==> src/hdl/hvg_pkg.sv <==
package hvg_pkg;

  localparam int COORD_W    = 12;
  localparam int DIM_W      = 13;
  localparam int PITCH_W    = 14;
  localparam int CFG_IDX_W  = 2;
  localparam int CFG_DATA_W = 14;
  localparam int OFFSET_W   = 27;
  localparam int COLOR_W    = 8;
  localparam int PROD_W     = COORD_W + PITCH_W;

  localparam int HUE_Q_W    = 9;
  localparam int DIV_STAGES = HUE_Q_W;
  localparam int DIV_W      = 21;

  localparam int FRAC_W      = 6;
  localparam int RAMP_W      = COLOR_W + FRAC_W;
  localparam int RECIP_W     = 15;
  localparam int RECIP_SHIFT = 20;
  localparam logic [RECIP_W-1:0] RECIP_60 = 15'd17477;

  localparam int LATENCY = DIV_STAGES + 3;

  localparam logic [CFG_IDX_W-1:0] REG_FRAME_WIDTH  = 2'd0;
  localparam logic [CFG_IDX_W-1:0] REG_FRAME_HEIGHT = 2'd1;
  localparam logic [CFG_IDX_W-1:0] REG_LINE_PITCH   = 2'd2;

  localparam logic [DIM_W-1:0]   RST_FRAME_WIDTH  = 13'd640;
  localparam logic [DIM_W-1:0]   RST_FRAME_HEIGHT = 13'd480;
  localparam logic [PITCH_W-1:0] RST_LINE_PITCH   = 14'd640;

  localparam logic [DIV_W-1:0]   HUE_SCALE = 21'd360;
  localparam logic [DIV_W-1:0]   VAL_SCALE = 21'd255;
  localparam logic [COLOR_W-1:0] VAL_MAX   = 8'd255;

  localparam logic [HUE_Q_W-1:0] HUE_60  = 9'd60;
  localparam logic [HUE_Q_W-1:0] HUE_120 = 9'd120;
  localparam logic [HUE_Q_W-1:0] HUE_180 = 9'd180;
  localparam logic [HUE_Q_W-1:0] HUE_240 = 9'd240;
  localparam logic [HUE_Q_W-1:0] HUE_300 = 9'd300;
  localparam logic [HUE_Q_W-1:0] HUE_360 = 9'd360;

  typedef logic [1:0] chan_sel_t;
  localparam chan_sel_t SEL_ZERO = 2'd0;
  localparam chan_sel_t SEL_FULL = 2'd1;
  localparam chan_sel_t SEL_RAMP = 2'd2;

endpackage

==> src/hdl/hue_value_gradient_pixel.sv <==
// Throughput: one pixel per cycle; busy is always low. The hue and value
// divisions run as a 9-stage restoring divider, one quotient bit per stage,
// followed by a sector stage and a reciprocal-multiply stage.
// Reset (rst, synchronous) clears all in-flight beats and loads 640x480, pitch 640.
module hue_value_gradient_pixel (
  input  logic                              clk,
  input  logic                              rst,
  input  logic                              start,
  output logic                              busy,
  input  logic [hvg_pkg::COORD_W-1:0]       pixel_x,
  input  logic [hvg_pkg::COORD_W-1:0]       pixel_y,
  input  logic                              cfg_we,
  input  logic [hvg_pkg::CFG_IDX_W-1:0]     cfg_index,
  input  logic [hvg_pkg::CFG_DATA_W-1:0]    cfg_data,
  output logic                              done,
  output logic                              in_frame,
  output logic [hvg_pkg::OFFSET_W-1:0]      pixel_offset,
  output logic [hvg_pkg::COLOR_W-1:0]       red,
  output logic [hvg_pkg::COLOR_W-1:0]       green,
  output logic [hvg_pkg::COLOR_W-1:0]       blue
);

  localparam int NS = hvg_pkg::DIV_STAGES;
  localparam int DW = hvg_pkg::DIV_W;

  logic [hvg_pkg::DIM_W-1:0]   frame_width;
  logic [hvg_pkg::DIM_W-1:0]   frame_height;
  logic [hvg_pkg::PITCH_W-1:0] line_pitch;

  logic                           accept;
  logic [hvg_pkg::PROD_W-1:0]     s1_prod;
  logic [hvg_pkg::COORD_W-1:0]    s1_x;

  logic                           div_valid  [NS+1];
  logic                           div_inside [NS+1];
  logic [DW-1:0]                  hue_rem    [NS+1];
  logic [DW-1:0]                  val_rem    [NS+1];
  logic [hvg_pkg::HUE_Q_W-1:0]    hue_q      [NS+1];
  logic [hvg_pkg::HUE_Q_W-1:0]    val_q      [NS+1];
  logic [hvg_pkg::OFFSET_W-1:0]   offset_pipe [NS];
  logic [DW:0]                    hue_trial  [NS];
  logic [DW:0]                    val_trial  [NS];

  logic [hvg_pkg::OFFSET_W:0]     offset_sum;

  logic [hvg_pkg::HUE_Q_W-1:0]    hue;
  logic [hvg_pkg::COLOR_W-1:0]    val;
  logic [hvg_pkg::HUE_Q_W-1:0]    frac_wide;
  hvg_pkg::chan_sel_t             sel_r_next, sel_g_next, sel_b_next;

  logic                           sec_valid;
  logic                           sec_inside;
  logic [hvg_pkg::COLOR_W-1:0]    sec_v;
  logic [hvg_pkg::RAMP_W-1:0]     sec_prod;
  hvg_pkg::chan_sel_t             sec_sel_r, sec_sel_g, sec_sel_b;
  logic [hvg_pkg::OFFSET_W-1:0]   sec_offset;

  logic [hvg_pkg::RAMP_W+hvg_pkg::RECIP_W-1:0] scaled;
  logic [hvg_pkg::COLOR_W-1:0]    ramp;

  function automatic logic [hvg_pkg::COLOR_W-1:0] pick(
    input hvg_pkg::chan_sel_t          s,
    input logic [hvg_pkg::COLOR_W-1:0] full,
    input logic [hvg_pkg::COLOR_W-1:0] part
  );
    logic [hvg_pkg::COLOR_W-1:0] res;
    case (s)
      hvg_pkg::SEL_FULL: res = full;
      hvg_pkg::SEL_RAMP: res = part;
      default:           res = '0;
    endcase
    return res;
  endfunction

  assign busy   = 1'b0;
  assign accept = start && !busy;

  always_ff @(posedge clk) begin
    if (rst) begin
      frame_width  <= hvg_pkg::RST_FRAME_WIDTH;
      frame_height <= hvg_pkg::RST_FRAME_HEIGHT;
      line_pitch   <= hvg_pkg::RST_LINE_PITCH;
    end else if (cfg_we) begin
      unique case (cfg_index)
        hvg_pkg::REG_FRAME_WIDTH:  frame_width  <= cfg_data[hvg_pkg::DIM_W-1:0];
        hvg_pkg::REG_FRAME_HEIGHT: frame_height <= cfg_data[hvg_pkg::DIM_W-1:0];
        hvg_pkg::REG_LINE_PITCH:   line_pitch   <= cfg_data[hvg_pkg::PITCH_W-1:0];
        default: ;
      endcase
    end
  end

  always_comb begin
    for (int k = 0; k < NS; k++) begin
      hue_trial[k] = {1'b0, hue_rem[k]} - ((DW+1)'(frame_width) << (NS - 1 - k));
      val_trial[k] = {1'b0, val_rem[k]} - ((DW+1)'(frame_height) << (NS - 1 - k));
    end
  end

  assign offset_sum = {1'b0, s1_prod} + (hvg_pkg::OFFSET_W+1)'(s1_x);

  always_ff @(posedge clk) begin
    if (rst) begin
      for (int k = 0; k <= NS; k++) begin
        div_valid[k] <= 1'b0;
      end
    end else begin
      div_valid[0] <= accept;
      for (int k = 0; k < NS; k++) begin
        div_valid[k+1] <= div_valid[k];
      end
    end
  end

  always_ff @(posedge clk) begin
    div_inside[0] <= (hvg_pkg::DIM_W'(pixel_x) < frame_width) &&
                     (hvg_pkg::DIM_W'(pixel_y) < frame_height);
    hue_rem[0]    <= DW'(pixel_x) * hvg_pkg::HUE_SCALE;
    val_rem[0]    <= DW'(pixel_y) * hvg_pkg::VAL_SCALE;
    hue_q[0]      <= '0;
    val_q[0]      <= '0;
    s1_prod       <= hvg_pkg::PROD_W'(pixel_y) * hvg_pkg::PROD_W'(line_pitch);
    s1_x          <= pixel_x;
    offset_pipe[0] <= hvg_pkg::OFFSET_W'({offset_sum, 2'b00});
    for (int k = 0; k < NS; k++) begin
      div_inside[k+1] <= div_inside[k];
      hue_rem[k+1]    <= hue_trial[k][DW] ? hue_rem[k] : hue_trial[k][DW-1:0];
      val_rem[k+1]    <= val_trial[k][DW] ? val_rem[k] : val_trial[k][DW-1:0];
      hue_q[k+1]      <= hue_q[k] | (hvg_pkg::HUE_Q_W'(!hue_trial[k][DW]) << (NS - 1 - k));
      val_q[k+1]      <= val_q[k] | (hvg_pkg::HUE_Q_W'(!val_trial[k][DW]) << (NS - 1 - k));
    end
    for (int k = 1; k < NS; k++) begin
      offset_pipe[k] <= offset_pipe[k-1];
    end
  end

  assign hue = hue_q[NS];
  assign val = hvg_pkg::VAL_MAX - val_q[NS][hvg_pkg::COLOR_W-1:0];

  always_comb begin
    frac_wide  = '0;
    sel_r_next = hvg_pkg::SEL_FULL;
    sel_g_next = hvg_pkg::SEL_ZERO;
    sel_b_next = hvg_pkg::SEL_ZERO;
    if (hue < hvg_pkg::HUE_60) begin
      frac_wide  = hue;
      sel_g_next = hvg_pkg::SEL_RAMP;
    end else if (hue < hvg_pkg::HUE_120) begin
      frac_wide  = hvg_pkg::HUE_120 - hue;
      sel_r_next = hvg_pkg::SEL_RAMP;
      sel_g_next = hvg_pkg::SEL_FULL;
    end else if (hue < hvg_pkg::HUE_180) begin
      frac_wide  = hue - hvg_pkg::HUE_120;
      sel_r_next = hvg_pkg::SEL_ZERO;
      sel_g_next = hvg_pkg::SEL_FULL;
      sel_b_next = hvg_pkg::SEL_RAMP;
    end else if (hue < hvg_pkg::HUE_240) begin
      frac_wide  = hvg_pkg::HUE_240 - hue;
      sel_r_next = hvg_pkg::SEL_ZERO;
      sel_g_next = hvg_pkg::SEL_RAMP;
      sel_b_next = hvg_pkg::SEL_FULL;
    end else if (hue < hvg_pkg::HUE_300) begin
      frac_wide  = hue - hvg_pkg::HUE_240;
      sel_r_next = hvg_pkg::SEL_RAMP;
      sel_b_next = hvg_pkg::SEL_FULL;
    end else if (hue < hvg_pkg::HUE_360) begin
      frac_wide  = hvg_pkg::HUE_360 - hue;
      sel_b_next = hvg_pkg::SEL_RAMP;
    end
    if (!div_inside[NS]) begin
      sel_r_next = hvg_pkg::SEL_ZERO;
      sel_g_next = hvg_pkg::SEL_ZERO;
      sel_b_next = hvg_pkg::SEL_ZERO;
    end
  end

  always_ff @(posedge clk) begin
    if (rst) begin
      sec_valid <= 1'b0;
      done      <= 1'b0;
    end else begin
      sec_valid <= div_valid[NS];
      done      <= sec_valid;
    end
  end

  always_ff @(posedge clk) begin
    sec_inside <= div_inside[NS];
    sec_v      <= val;
    sec_prod   <= hvg_pkg::RAMP_W'(val) * hvg_pkg::RAMP_W'(frac_wide[hvg_pkg::FRAC_W-1:0]);
    sec_sel_r  <= sel_r_next;
    sec_sel_g  <= sel_g_next;
    sec_sel_b  <= sel_b_next;
    sec_offset <= offset_pipe[NS-1];
  end

  assign scaled = (hvg_pkg::RAMP_W+hvg_pkg::RECIP_W)'(sec_prod) *
                  (hvg_pkg::RAMP_W+hvg_pkg::RECIP_W)'(hvg_pkg::RECIP_60);
  assign ramp   = scaled[hvg_pkg::RECIP_SHIFT +: hvg_pkg::COLOR_W];

  always_ff @(posedge clk) begin
    in_frame     <= sec_inside;
    pixel_offset <= sec_offset;
    red          <= pick(sec_sel_r, sec_v, ramp);
    green        <= pick(sec_sel_g, sec_v, ramp);
    blue         <= pick(sec_sel_b, sec_v, ramp);
  end

  a_latency: assert property (@(posedge clk) disable iff (rst)
    start && !busy |-> ##(hvg_pkg::LATENCY) done)
    else $error("accepted pixel did not complete on time");

  a_reset_flush: assert property (@(posedge clk) rst |=> !done)
    else $error("done strobe right after reset");

  a_outside_black: assert property (@(posedge clk) disable iff (rst)
    done && !in_frame |-> red == '0 && green == '0 && blue == '0)
    else $error("out-of-frame pixel has color");

  a_one_dark_channel: assert property (@(posedge clk) disable iff (rst)
    done |-> red == '0 || green == '0 || blue == '0)
    else $error("full-saturation pixel without a zero channel");

endmodule
==> config.mk <==
export PLATFORM = sky130hd
export DESIGN_NAME = hue_value_gradient_pixel
export DESIGN_NICKNAME = d
export VERILOG_FILES = /design/src/hdl/hvg_pkg.sv /design/src/hdl/hue_value_gradient_pixel.sv
export SDC_FILE = /design/constraint.sdc
export NUM_CORES = 2
export LEC_CHECK = 0
export BUFFER_PORTS_ARGS = -buffer_cell sky130_fd_sc_hd__buf_2
export CAP_MARGIN = 20
export CORE_UTILIZATION = 40
export DETAILED_ROUTE_END_ITERATION = 16
export PLACE_DENSITY = 0.59
export SLEW_MARGIN = 10
export SYNTH_ARGS = -nofsm -noshare
export SYNTH_HDL_FRONTEND = slang
export SYNTH_SLANG_ARGS = --single-unit
==> constraint.sdc <==
create_clock -name clk -period 6.4 [get_ports clk]
set_input_delay 0.32 -clock clk [delete_from_list [all_inputs] [get_ports clk]]
set_output_delay 0.32 -clock clk [all_outputs]
set_load 0.05 [all_outputs]
=== Word-level counts from Yosys, hierarchy flattened ===
Memory sizes are Yosys's and may differ from the RTL's. A register that Yosys moved wholly into a read port is not among the register bits.
Cells that the tools add are included.
W data, S select, Z words.

* RAM bits: 863
* Output and inout port bits: 54
* Input bits: 44
* Memories kept: 7
* Bits in registers: 159

* Reduce and logical (&&, ||, !) cells: 26
* Bitwise logic cells: 29
* Multiplexer cells: 53
* $lt $le $gt $ge: 8
* Multiply operators: 5
* Add/subtract/negate cells: 25
* Eq/ne operators: 8

{| class="wikitable"
|+ Memories
! memory !! words !! bits a word !! read ports !! clocked after memory_dff !! write ports !! line !! source
|-
| offset_pipe || 9 || 27 || 9 || 1 || 9 || hue_value_gradient_pixel.sv:40 || <nowiki>logic [hvg_pkg::OFFSET_W-1:0] offset_pipe [NS];</nowiki>
|-
| hue_rem || 10 || 21 || 9 || 0 || 10 || hue_value_gradient_pixel.sv:36 || <nowiki>logic [DW-1:0] hue_rem [NS+1];</nowiki>
|-
| val_rem || 10 || 21 || 9 || 0 || 10 || hue_value_gradient_pixel.sv:37 || <nowiki>logic [DW-1:0] val_rem [NS+1];</nowiki>
|-
| hue_q || 10 || 9 || 10 || 0 || 10 || hue_value_gradient_pixel.sv:38 || <nowiki>logic [hvg_pkg::HUE_Q_W-1:0] hue_q [NS+1];</nowiki>
|-
| val_q || 10 || 9 || 10 || 0 || 10 || hue_value_gradient_pixel.sv:39 || <nowiki>logic [hvg_pkg::HUE_Q_W-1:0] val_q [NS+1];</nowiki>
|-
| div_inside || 10 || 1 || 10 || 0 || 10 || hue_value_gradient_pixel.sv:35 || <nowiki>logic div_inside [NS+1];</nowiki>
|-
| 1 more memories || - || - || - || - || - || - ||
|}

{| class="wikitable"
|+ Operators by type and width
! kind !! number
|-
| $mux W21 || 18
|-
| $pmux W8 S2 || 3
|-
| $sub A21 B13 Y22 || 2
|-
| $sub A21 B14 Y22 || 2
|-
| $sub A21 B15 Y22 || 2
|-
| $sub A21 B16 Y22 || 2
|-
| $sub A21 B17 Y22 || 2
|-
| $sub A21 B18 Y22 || 2
|-
| $sub A21 B19 Y22 || 2
|-
| $sub A21 B20 Y22 || 2
|-
| $sub A21 B21 Y22 || 2
|-
| $mux W6 || 6
|-
| $mul A14 B15 Y28 const B || 1
|-
| $lt A12 B13 Y1 || 2
|-
| $add A25 B12 Y25 || 1
|-
| $mul A12 B14 Y25 || 1
|-
| $mux W2 || 12
|-
| $mul A12 B8 Y20 const B || 1
|-
| $logic_not A1 Y1 || 18
|-
| $lt A9 B8 Y1 const B || 2
|-
| $lt A9 B9 Y1 const B || 2
|-
| $mul A12 B6 Y18 const B || 1
|-
| $or A9 B1 Y9 || 2
|-
| $or A9 B2 Y9 || 2
|-
| 24 further kinds || 64
|}

=== Depth between registers and ports, before layout ===
An unclocked memory read counts as a cell.

* Depth in word-level cells: 9
* Mapped depth: 26
* Gate-level depth less buffers: 25

=== Worst setup path before layout ===
OpenSTA, ideal clock, no wires.

* Kind: register -> register
* From: mem hue_q[9][4] (netlist bit)
* To: reg sec_prod[13] (netlist bit)
* Arrival: 5761 ps
* Cell stages (with the launch flop): 25
* Path buffers: 1
* Path slack: 567 ps
* Period minus slack after synthesis: 5833 ps
* Path through: dfxtp_1 clkbuf_1 inv_1 ha_1 a21oi_1 nor2b_1 or3_1 and2_1 o221a_2 o21ai_0 o31ai_1 or2_2 fa_1 fa_1 fa_1 inv_1 ha_1 a21o_1 a21oi_1 o21bai_1 a21oi_1 o21ai_0 a21o_1 a21oi_1 xnor2_1

{| class="wikitable"
|+ RTL lines
! element !! line !! source
|-
| from (decl) || hue_value_gradient_pixel.sv:38 ||
|-
| to (signal assigned) || hue_value_gradient_pixel.sv:190 || <nowiki>sec_prod <= hvg_pkg::RAMP_W'(val) * hvg_pkg::RAMP_W'(frac_wide[hvg_pkg::FRAC_W-1:0]);</nowiki>
|-
| to (decl) || hue_value_gradient_pixel.sv:54 || <nowiki>logic [hvg_pkg::RAMP_W-1:0] sec_prod;</nowiki>
|}

==> flow_summary.toml <==
[floorplanning]
rows = 122
dieArea_um2 = 113000
core_area_um2 = 111000
ios = 98
start_util = 0.404
die_h_um = 336
die_w_um = 336

[timing]
finalSetupViolCount = 0
worst_pin_slew_ns = 1.01
post-route-period-util = 0.932
fmax_ghz = 0.168
finalHoldViolations = 0
fin_hold_ws_ns = 0.0805
fin_crit_ns = 5.97
skew_ns = 0.0475
drv_slew = 0
slew_headroom = 0.326

[critical_path]
start_kind = "flop"
required_ns = 6.99
cp.arrival_ns = 6.55
path_class = "reg2reg"
cp-end-kind = "flop"
worst-path-max-fanout = 9

[clock_network]
numClockSinks = 860
h-tree-depth = 3
clk-insertion-delay-late_ns = 0.68
clk_path_buf_depth = 3
post_cts_buffers = 0
cts-root-buf = "clkbuf_16"
clk_pin_slew_worst_paths_ns = 0.06
numCtsBuffers = 92
cts_tree = "done"

[synthesis]
synth_top_area_cell = "dfxtp_1"
synth.ff_latch_count = 860
synthDistinctLibCells = 88
synth_ff_type = "dfxtp_1"
ys_top_cells_by_area = "dfxtp_1, ha_1, fa_1"
synth_area_um2 = 44700
synth_top_area_share = 0.385
yosys_warnings = 0
synthArstFlopShare = 0
synth.most_common_cell = "dfxtp_1"
avgSynthCellArea_um2 = 9.94
ys_top_cells_by_count = "dfxtp_1, ha_1, inv_1, nand2_1, nor2_1"
postSynthCellCount = 4495
synth-seq-area-share = 0.385
synth_edf_count = 0

[drt]
wl_per_cell_um = 14.2
drt_iter0_markers = 1294
ant_nets = 0
postRouteWirelength_um = 88600
drcViolationCount = 0
num_vias = 30400
drt_pre_antenna_iters = 5
via_per_inst = 4.89

[placement]
portBuffers = 94
dp.final_hpwl_um = 67500
gp_congestion = 0.853

[global_routing]
grt_max_degree = 53
overflow = 0
grt_pass1_vias = 31100
grt_antenna_before_repair = 2
grt_use_total = 0.161
grt_pass1_wl_um = 150000

[layout]
fillers = 10500
nets = 5467
syn2layout_area_growth_pct = 12.9
layout-drive-gt1-share = 0.0838

[pwr]
power.leakage_nw = 22.9
p_switching_w = 0.00890
combPwrFrac = 0.431
p_sw_frac = 0.362
power_w = 0.0246
p_per_area_nw_per_um2 = 487
clkPwrFrac = 0.228
seqPwrFrac = 0.341
ir_drop_mv = 0.298
internal_power_w = 0.0157

[job]
maxCapViolCount = 0

[worst_hold_path]
hp-class = "in2reg"

[status]
status = "finished clean"
[cells in the final DEF, fill, tap and decap left out, types with 75 or more instances in the layout]
cell	count
a21oi_1	253
and2_1	76
buf_2	94
clkbuf_16	93
dfxtp_1	860
fa_1	249
ha_1	516
inv_1	465
nand2_1	379
nor2_1	261
nor3_1	75
o21a_1	78
o21ai_0	235
xnor2_1	154
xor2_1	86
[through the flow]
| step | worst slack [ns] | setup TNS, ns | instances | cell area [um^2] | utilization |
|---|---|---|---|---|---|
| 2_1_floorplan | 0.567 | 0 | 4497 | 44700 | - |
| 3_3_place_gp | 0.459 | 0 | 6024 | 46900 | 0.424 |
| 3_5_place_dp | 0.377 | 0 | 6024 | 46900 | 0.424 |
| 4_1_cts | 0.380 | 0 | 6215 | 50400 | 0.455 |
| 5_1_grt | -0.00178 | -0.00178 | 6217 | 50400 | 0.456 |
| 6_report | 0.433 | 0 | 6217 | 50400 | 0.456 |
[power by group through the flow]
stage	clock [W]	sequential, W	combinational (W)
CTS	0.00579	0.00840	0.0107
floorplan	0	0.00838	0.00844
finish	0.00559	0.00839	0.0106
detailed placement	0	0.00850	0.0106
global placement	0	0.00849	0.0104
global route	0.00602	0.00861	0.0122
[critical path: stages, from the launching register on]
cell and delay, ns:
dfxtp_1 0.50, inv_1 0.14, ha_1 0.24, a21o_1 0.16, a21o_1 0.22, a21oi_4 0.28, o21ai_0 0.15, o21a_1 0.12
o21ai_0 0.25, a22oi_1 0.27, or2_2 0.36, fa_1 0.52, fa_1 0.43, fa_1 0.54, inv_1 0.04, ha_1 0.32
a21o_1 0.19, a21oi_1 0.20, o21bai_1 0.09, a21oi_1 0.22, o21ai_0 0.17, a21o_1 0.20, a21oi_1 0.16, xnor2_1 0.13
[registers in the layout, summed over array words and instances (netlist names), 14 cells and up]
name,cells
hue_q,45
hue_rem,163
line_pitch,14
offset_pipe,225
pixel_offset,25
s1_prod,25
sec_offset,25
sec_prod,14
val_q,36
val_rem,188
[repair_timing]
| action | in CTS | in global routing |
|---|---|---|
| hold endpoints to repair | 54 | 0 |
| hold buffers | 27 | 0 |
| gates resized for setup | 0 | 2 |
| endpoints found under the setup margin | 0 | 1 |
[final cells by class]
class                           count  area (um^2)  area share
Sequential cell                   860        17200       0.341
Tap cell                         1488         1860      0.0369
Timing Repair Buffer              144          917      0.0182
Clock buffer                      114         2530      0.0501
Antenna cell                        1         2.50   0.0000496
Inverter                          467         1760      0.0348
Clock inverter                     50          724      0.0144
Multi-Input combinational cell   3093        25400       0.504
[metal layers]
layer  vias up  wire length [um]  GRT usage
li1      15500                 -          -
met5         -                13          0
met1     14300             41000      0.201
met4         2              2580     0.0585
met3       139              3280     0.0258
met2       407             41700      0.279
[worst paths after layout]
kind / startpoint / end / slack [ns] / cells after the start
hold / removal: pixel_y[0] / val_rem[0][0]$_DFF_P_ / 0.08 / 1
hold reg to reg: val_rem[1][2]$_DFF_P_ / val_rem[2][2]$_DFF_P_ / 0.30 / 0
setup / recovery: hue_q[9][3]$_DFF_P_ / sec_prod[13]$_DFF_P_ / 0.43 / 23
setup reg to reg: hue_q[9][3]$_DFF_P_ / sec_prod[13]$_DFF_P_ / 0.43 / 23
[logic make-up after synthesis]
family,share of synthesized area
AO/OA/AOI/OAI,0.126
XOR/XNOR,0.0471
adder cells (fa/ha/maj),0.256
buffers and inverters,0.0462
flip-flops,0.385
multiplexers,0.0188
other,0.0000839
AND/OR/NAND/NOR,0.120
Power figures use the tool's default switching activity.
